`src/srrw_ram.sv`:
```
// Generic single-write, single-read RAM with registered read data.
module srrw_ram #(
    parameter int WIDTH = 8,
    parameter int DEPTH = 16
) (
    input  logic                     clk,
    input  logic                     wr_en,
    input  logic [$clog2(DEPTH)-1:0] wr_addr,
    input  logic [WIDTH-1:0]         wr_data,
    input  logic                     rd_en,
    input  logic [$clog2(DEPTH)-1:0] rd_addr,
    output logic [WIDTH-1:0]         rd_data
);

    logic [WIDTH-1:0] mem [DEPTH];
    logic [WIDTH-1:0] rd_data_reg;

    always_ff @(posedge clk)
    begin
        if (wr_en)
        begin
            mem[wr_addr] <= wr_data;
        end
        if (rd_en)
        begin
            rd_data_reg <= mem[rd_addr];
        end
    end

    assign rd_data = rd_data_reg;

endmodule

```
`config.mk`:
```
export PLATFORM = sky130hd
export DESIGN_NAME = srrw_ram
export DESIGN_NICKNAME = d
export VERILOG_FILES = /design/src/srrw_ram.sv
export SDC_FILE = /design/constraint.sdc
export NUM_CORES = 1
export LEC_CHECK = 0
export BUFFER_PORTS_ARGS = -buffer_cell sky130_fd_sc_hd__buf_4
export CORE_MARGIN = 2
export CORE_UTILIZATION = 54
export DETAILED_ROUTE_END_ITERATION = 7
export PLACE_DENSITY_LB_ADDON = 0.3
export SYNTH_ARGS = -nofsm -noshare
export SYNTH_HDL_FRONTEND = slang
export SYNTH_SLANG_ARGS = --single-unit
```
`constraint.sdc`:
```
create_clock -name clk -period 1.65 [get_ports clk]
set_input_delay 0.0825 -clock clk [delete_from_list [all_inputs] [get_ports clk]]
set_output_delay 0.0825 -clock clk [all_outputs]
set_load 0.02 [all_outputs]
```
==> results of run 1 <==
[layout make-up]
class,count,area share [%]
well taps,129,2.56
flip-flops and latches,136,64.7
clock inverters,12,0.991
repair buffers,61,8.29
multi-input cells,83,16.8
clock buffers,19,6.68
[layer usage]
| metal | part of all wire (%) | global-route usage, % | up-vias |
|---|---|---|---|
| met5 | 0 | 0 | - |
| met1 | 41 | 32.1 | 1289 |
| met4 | 1.5 | 8.92 | 0 |
| met3 | 8.9 | 5.95 | 14 |
| met2 | 48 | 33.8 | 120 |
| li1 | - | - | 1116 |
[cells by family (layout without fill, tap and decap cells)]
family,count (synthesis),after routing
compound gates,16,16
buf+inv,10,92
flops,136,136
mux,32,32
simple gates,35,35
[power groups by stage]
stage	clock (W)	sequential, W	combinational (W)
floorplan	0	0.00400	0.000196
detailed placement	0	0.00399	0.000410
global placement	0	0.00398	0.000403
global route	0.00326	0.00392	0.000461
finish	0.00307	0.00392	0.000428
CTS	0.00313	0.00392	0.000431
[through the flow]
step / cell area [um2] / instances / power [W] / util [%] / setup WS, ns
after CTS: 6310 / 440 / 0.00747 / 67.6 / 0.0302
after floorplan: 5230 / 229 / 0.00420 / - / 0.0746
after global placement: 5720 / 398 / 0.00439 / 61.3 / -0.0146
after detailed placement: 5720 / 398 / 0.00440 / 61.3 / 0.0105
after global routing: 6310 / 440 / 0.00765 / 67.6 / 0.0321
final: 6310 / 440 / 0.00742 / 67.6 / 0.0356
[worst paths after layout]
kind | start | to
max | mem[2][7] | rd_data[7]
min | wr_addr[3] | mem[6][3]
max reg2reg | mem[2][7] | rd_data[7]
min reg2reg | mem[15][7] | rd_data[7]
[worst max-delay path: cells and delay by family, from the launching register on]
kind / cells / cell delay, ns
and+or+nand+nor: 1 / 0.10
DFF: 1 / 0.37
AOI/OAI and AO/OA: 1 / 0.41
muxes: 1 / 0.48
[timing repair]
action / in CTS / in global routing
hold buffers: 11 / 0
setup endpoints to repair: 0 / 0
endpoints found under the hold margin: 137 / 0
[synthesized netlist by cell type, drive strengths merged]
cell type	number
mux4	32
nand2	9
edfxtp	136
clkdlybuf4s25	3
nand3	1
and2	1
buf	7
a22oi	16
or3b	1
nor3	4
nor2	13
nand3b	2
nor2b	1
nand2b	2
and2b	1
==> run metrics, run 1 <==
Post-Syn Instances 229; crit path max fanout 1; main combinational cell family by area after synthesis multiplexers; vias 2,539; Final Max Slew Viols 0; commonest non-fill, non-tap cell in the layout edfxtp_1; Setup Viol. Count Final 0; Crit path largest cell delay between 0.4 and 0.5 ns; root buf cell clkbuf_8; FF/Latch Area 4080 um2; Clock Skew 0.00866 ns; Static Leakage 2.15 nW; clk slew on worst S/H paths ~0.060 ns; worst slew pin tran approximately 0.46 ns; CP cell instances mux4_2, a22oi_1, nand2_1; placer congestion estimate 0.769; num ports 27; vias in the first global route about 2,700; Final HPWL DP 6500 um; RSZ-0062 raised after global routing false; syn nets between 200 and 250; Worst-Skew Late Latency 0.52 ns; GRT Overall Usage between 20% and 30%; Max VDD drop ~0.84 mV; DRC 0; postcts setup bufs 0; Hold WS 0.0858 ns; Hold Path Depth 3; Rel. slew slack between 60% and 70%; Adder-Cell Fraction of Synth Area 0%; post-synthesis mux area share 14.8%; effective utilization at floorplan 56.0%; port bufs 26; chip width 102 um; power density over cell area 1180 nW/um2; Setup TNS Final 0 ns; startpoint type of the worst setup path register; footprint of the multi-input gates 1060 um2; largest area contributor in the netlist edfxtp_1; TritonCTS Sinks about 140; Fmax achieved a little over 600 MHz; die height 102 um; Min-Delay Path Class input port to register; clock share of power about two fifths; ANT cells 0; CP Class register to register; die area 10,500 um2; initial antenna violation count 0; Post-Synth Simple-Gate Area 3.14%; layout cells sized above 1 30.2%; Synth Warn # 0; Synth Area in XOR/XNOR 0%; cts bufs inserted 17; Worst setup EP type register; DR vias/cell 5.77; min Tclk post-route roughly 1.6 ns; crit path DAT 1.87 ns; Area Overhead vs Synth 20.7%; count of final hold-check violations 0; largest net degree at the start of global routing 17; commonest cells after routing, fill and taps aside 136 x edfxtp_1, 47 x buf_4, 18 x mux4_2; core area between 9000 and 10,000 um2; sequential group share of total power 52.8%; Starting DRT DRC Count about 270; Mean Syn Cell Area 22.8 um2; switching power 0.00153 W; internal power 0.00589 W; cts repair resizes 0; Yosys reg bits 136; Critical-path top delay cell mux4_2; fillers 586; top post-synthesis cells by area edfxtp_1 78%, mux4_2 7.8%, mux4_1 7.0%; sequential share of the synthesized area 78.1%; Crit path required time 1.91 ns; Post-Synthesis Cell Area roughly 5200 um2; switch share 20.6%; area share of the largest cell type after synthesis between 70% and 80%; drt wl/cell 23.3 um; CTS tree yes; Largest register FFs between 100 and 150; Max-cap violations 0; clk buf depth 2; GRT overflow 0; Yosys cell types 18; Pre-antenna DRT Iters 4; cells on worst reg2reg path 3; first-pass GRT wire length 15,600 um; Final Cycle Share 97.8%; post-synthesis compound-gate area fraction 2.30%; Gate power share 5.8%; Routed Antenna Nets 0; final wirelength between 10,000 and 15,000 um; flop2flop setup slack ~0.036 ns; cell row count 35; Final #Nets roughly 320; H-tree levels 4; status complete, no violations
(Power assumes the default switching activity.)
==> inputs of run 2 (changes only) <==
--- a/config.mk
+++ b/config.mk
@@ -10,6 +10,7 @@
 export CORE_UTILIZATION = 54
 export DETAILED_ROUTE_END_ITERATION = 7
 export PLACE_DENSITY_LB_ADDON = 0.3
+export RECOVER_POWER = 50
 export SYNTH_ARGS = -nofsm -noshare
 export SYNTH_HDL_FRONTEND = slang
 export SYNTH_SLANG_ARGS = --single-unit
==> run 2 against run 1 <==
Effect of this change:
- count of clock-buffer cells in the layout did not move
- fmax fell by 0.72%
- clock power barely moved
- cell area decreased by 0.65%
- total power fell by 0.22%
- critical path type unchanged
- largest cell class unchanged
==> run metrics, run 2 (same netlist as run 1, synthesis figures left out) <==
Clock Skew 0.0116 ns (+0.00291 ns); Final HPWL DP 6500 um (unchanged); effective utilization at floorplan 56.0% (unchanged); status complete, no violations; Final #Nets 318 (unchanged); TritonCTS Sinks 136 (unchanged); vias in the first global route 2,653 (unchanged); Setup Viol. Count Final 0 (unchanged); Hold Buf Count CTS 11 (unchanged); Max-cap violations 0 (unchanged); Hold Crit Start wr_addr[3]; Reg2Reg Launch Point mem[2][7]; switching power 0.00152 W (-0.44%); Worst Hold End mem[6][3]; clk buf depth 2 (unchanged); CP cell instances mux4_2, a22oi_1, nand2_1; DR vias/cell 5.74 (-0.47%); placer congestion estimate 0.769 (unchanged); Critical-path top delay cell mux4_2; CP Class register to register; crit path DAT 1.88 ns (about the same); num ports 27 (unchanged); DRC 0 (unchanged); min Tclk post-route 1.63 ns (+0.0117 ns); Final Cycle Share 98.5% (+0.71 points); H-tree levels 4 (unchanged); drt wl/cell 23.2 um (-0.37%); CTS tree yes; Largest delay share family, worst path multiplexers; startpoint type of the worst setup path register; crit path max fanout 1 (unchanged); sequential group share of total power 52.9% (about the same); Routed Antenna Nets 0 (unchanged); largest net degree at the start of global routing 17 (unchanged); power density over cell area 1180 nW/um2 (+0.44%); RSZ-0062 raised after global routing false; Gate power share 5.6% (-0.2 points); final core occ 67.2% (-0.44 points); Cell Count, Final, Fillers Out 440 (unchanged); die height 102 um (unchanged); layout cells sized above 1 26.7% (-3.5 points); cell row count 35 (unchanged); root buf cell clkbuf_8; die area 10,500 um2 (unchanged); Crit path largest cell delay 0.48 ns (about the same); Area Overhead vs Synth 19.9%; cells on worst reg2reg path 3 (unchanged); Largest register FFs 128 (unchanged); port bufs 26 (unchanged); worst slew pin tran 0.712 ns (+0.247 ns); Placed Cells 398 (unchanged); chip width 102 um (unchanged); first-pass GRT wire length 15,600 um (unchanged); Buffers & Inverters on Critical Path 0 (unchanged); GRT Overall Usage 22.5% (unchanged); clk slew on worst S/H paths 0.06 ns (about the same); GRT overflow 0 (unchanged); Fmax achieved 615 MHz (-0.72%); commonest cells after routing, fill and taps aside 136 x edfxtp_1, 36 x buf_4, 18 x mux4_2; R2R Path End rd_data[7]; ANT cells 0 (unchanged); flop2flop setup slack 0.02 ns (about the same); Static Leakage 2.11 nW (-1.9%); fillers 597 (+1.9%); postcts setup bufs 0 (unchanged); initial antenna violation count 0 (unchanged); core area 9330 um2 (unchanged); clock share of power 41.5% (about the same); Worst setup EP type register; Hold Path Depth 3 (unchanged); commonest non-fill, non-tap cell in the layout edfxtp_1; Final Max Slew Viols 0 (unchanged); switch share 20.6% (-0.045 points); internal power 0.00588 W (-0.17%); cts repair resizes 0 (unchanged); cts bufs inserted 17 (unchanged); vias 2,527 (-0.47%); Crit path required time 1.91 ns (about the same); Min-Delay Path Class input port to register; Setup TNS Final 0 ns (unchanged); Max VDD drop 0.831 mV (-0.67%); count of final hold-check violations 0 (unchanged); Pre-antenna DRT Iters 4 (unchanged); Rel. slew slack 52.6% (-16 points); final wirelength 10,200 um (-0.37%); Starting DRT DRC Count 277 (+4.5%); Worst-Skew Late Latency 0.52 ns (about the same)
-- run 2: layer usage --
metal / GRT usage (%) / up-vias / share of wire, %
met2: 33.8 / 111 / 49
met3: 5.95 / 9 / 8.4
met1: 32.1 / 1289 / 42
met4: 8.92 / 0 / 1.1
li1: - / 1118 / -
met5: 0 / - / 0
-- run 2: worst max-delay path by stage --
stage	startpoint	endpoint	slack, ns	cells after the start
global route	mem[1][7]	rd_data[7]	0.03	3
finish	mem[2][7]	rd_data[7]	0.02	3
floorplan	wr_addr[2]	mem[0][0]	0.07	2
CTS	mem[2][7]	rd_data[7]	0.03	3
global placement	rd_addr[0]	rd_data[5]	-0.01	5
detailed placement	rd_addr[0]	rd_data[6]	0.01	5
-- run 2: worst min-delay path, stage by stage --
cell,delay [ns]
buf_4,0.09
nand3b_1,0.16
nor2_1,0.09
-- run 2: power groups by stage --
stage | combinational [W] | clock [W] | sequential [W]
6_report | 0.000415 | 0.00307 | 0.00392
5_1_grt | 0.000449 | 0.00326 | 0.00392
3_5_place_dp | 0.000410 | 0 | 0.00399
3_3_place_gp | 0.000403 | 0 | 0.00398
2_1_floorplan | 0.000196 | 0 | 0.00400
4_1_cts | 0.000431 | 0.00313 | 0.00392
-- run 2: per-stage QoR --
step	hold slack (ns)	setup WS [ns]	area (um2)	total power [W]
final	0.0833	0.0240	6270	0.00740
after global routing	0.112	0.0321	6270	0.00764
after CTS	0.0650	0.0302	6310	0.00747
after detailed placement	0.398	0.0105	5720	0.00440
after global placement	0.382	-0.0146	5720	0.00439
after floorplan	0.181	0.0746	5230	0.00420
-- run 2: final cells by class --
cell class | count | area (um2) | share of cell area [%]
Sequential cell | 136 | 4080 | 65.1
Multi-Input combinational cell | 83 | 1060 | 16.9
Timing Repair Buffer | 61 | 482 | 7.68
Clock buffer | 19 | 422 | 6.73
Tap cell | 129 | 161 | 2.57
Clock inverter | 12 | 62.6 | 0.998
==> inputs of run 3 (changes only) <==
--- a/config.mk
+++ b/config.mk
@@ -5,9 +5,10 @@
 export SDC_FILE = /design/constraint.sdc
 export NUM_CORES = 1
 export LEC_CHECK = 0
-export BUFFER_PORTS_ARGS = -buffer_cell sky130_fd_sc_hd__buf_4
+export BUFFER_PORTS_ARGS = -buffer_cell sky130_fd_sc_hd__buf_2
 export CORE_MARGIN = 2
-export CORE_UTILIZATION = 54
+export CORE_UTILIZATION = 57
+export CTS_BUF_LIST = sky130_fd_sc_hd__clkbuf_4 sky130_fd_sc_hd__clkbuf_8
 export DETAILED_ROUTE_END_ITERATION = 7
 export PLACE_DENSITY_LB_ADDON = 0.3
 export RECOVER_POWER = 50
==> run 3 against run 2 <==
Effect of this change:
- critical endpoint is now rd_data[2]
- combinational power shrank 8.2%
- clock skew decreased by 0.0041 ns
- largest power group unchanged
- fmax increased by 7.1%
- sequential share of layout area rose by 3.6 points
- largest cell class unchanged
- highest routed layer unchanged
- count of clock-buffer cells in the layout unchanged
- clock power is 19% lower
- via count shrank 0.40%
- critical path depth did not move
- die area is 5.1% lower
==> run metrics, run 3 (same netlist as run 1, synthesis figures left out) <==
status complete, no violations; port bufs 26 (unchanged); effective utilization at floorplan 59.4% (+3.3 points); Final Cycle Share 92.0% (-6.5 points); CP cell instances mux4_1, a22oi_1, nand2_1; GRT overflow 0 (unchanged); initial antenna violation count 0 (unchanged); num ports 27 (unchanged); cells on worst reg2reg path 3 (unchanged); placer congestion estimate 0.816 (+6.0%); largest net degree at the start of global routing 33 (+16); crit path DAT 1.69 ns (-0.19 ns); core area 8810 um2 (-5.6%); Min-Delay Path Class input port to register; Critical-path top delay cell mux4_1; Placed Cells 374 (-6.0%); vias in the first global route 2,513 (-5.3%); Hold Buf Count CTS 0 (-11); drt wl/cell 24.5 um (+5.4%); GRT Overall Usage 22.3% (-0.21 points); Routed Antenna Nets 0 (unchanged); H-tree levels 4 (unchanged); Setup TNS Final 0 ns (unchanged); Worst-Skew Late Latency 0.43 ns (-0.09 ns); clk slew on worst S/H paths 0.07 ns (about the same); Clock Skew 0.00749 ns (-0.00407 ns); first-pass GRT wire length 15,200 um (-3.0%); Final Max Slew Viols 0 (unchanged); Rel. slew slack 49.5% (-3.1 points); CP Class register to register; vias 2,517 (-0.40%); RSZ-0062 raised after global routing false; layout cells sized above 1 27.6% (+0.92 points); Place WS 0.0200 ns (+0.00945 ns); Final HPWL DP 6240 um (-4.1%); commonest cells after routing, fill and taps aside 136 x edfxtp_1, 18 x mux4_2, 17 x clkbuf_8, 17 x buf_4; Starting DRT DRC Count 271 (-2.2%); clk buf depth 2 (unchanged); worst slew pin tran 0.758 ns (+0.0465 ns); root buf cell clkbuf_8; power density over cell area 1140 nW/um2 (-3.3%); Static Leakage 1.98 nW (-6.0%); Setup Viol. Count Final 0 (unchanged); crit path max fanout 1 (unchanged); final core occ 67.5% (+0.30 points); startpoint type of the worst setup path register; final wirelength 9920 um (-3.0%); Fmax achieved 658 MHz (+7.1%); die area 9950 um2 (-5.1%); TritonCTS Sinks 136 (unchanged); Crit path required time 1.82 ns (-0.09 ns); DRC 0 (unchanged); ANT cells 0 (unchanged); Final #Nets 304 (-4.4%); chip width 99.8 um (-2.6%); die height 99.8 um (-2.6%); cell row count 34 (-2.9%); Hold Path Depth 1 (-2); cts repair resizes 0 (unchanged); Hold WS 0.184 ns (+0.100 ns); Area Overhead vs Synth 13.7%; Pre-antenna DRT Iters 5 (+1); commonest non-fill, non-tap cell in the layout edfxtp_1; Largest register FFs 128 (unchanged); Worst setup EP type register; postcts setup bufs 0 (unchanged); Crit path largest cell delay 0.52 ns (+0.04 ns); cts bufs inserted 17 (unchanged); count of final hold-check violations 0 (unchanged); CTS tree yes; Max VDD drop 0.609 mV (-27%); min Tclk post-route 1.52 ns (-0.107 ns); DR vias/cell 6.21 (+8.2%); Cell Count, Final, Fillers Out 405 (-8.0%); final setup margin 0.131 ns (+0.107 ns); Max-cap violations 0 (unchanged)
[run 3: power breakdown]
group,total [W],switching [W],internal [W]
Sequential,0.00391,0.0000202,0.00389
Combinational,0.000381,0.000227,0.000155
Clock,0.00249,0.00116,0.00133
Total,0.00679,0.00141,0.00538
[run 3: stage by stage]
stage          power (W)  instance area [um2]
6_report         0.00679                 5940
5_1_grt          0.00700                 5940
4_1_cts          0.00683                 5960
3_5_place_dp     0.00437                 5600
3_3_place_gp     0.00436                 5600
2_1_floorplan    0.00420                 5230
[run 3: worst paths after layout]
check / slack [ns] / to / from
min: 0.18 / mem[0][2] / wr_data[2]
max: 0.13 / rd_data[2] / mem[9][2]
min reg2reg: 0.76 / rd_data[6] / mem[15][6]
max reg2reg: 0.13 / rd_data[2] / mem[9][2]
[run 3: critical path, delay by kind of cell, from the launching register on]
family	cells	cell delay, ns
flip-flops	1	0.37
AO/OA/AOI/OAI	1	0.24
AND/OR/NAND/NOR	1	0.13
multiplexers	1	0.52
[run 3: final cells by class]
| cell class | instances | area, um2 |
|---|---|---|
| Clock inverter | 12 | 110 |
| Clock buffer | 19 | 249 |
| Fill cell | 564 | 2860 |
| Multi-Input combinational cell | 83 | 1060 |
| Tap cell | 108 | 135 |
| Sequential cell | 136 | 4080 |
| Timing Repair Buffer | 47 | 309 |
[run 3: metal layers]
metal	share of wire (%)	vias to the layer above	GRT usage, %
met2	49	133	33.1
li1	-	1090	-
met3	7.7	12	5.97
met1	42	1282	32.8
met4	1.2	0	7.59
met5	0	-	0
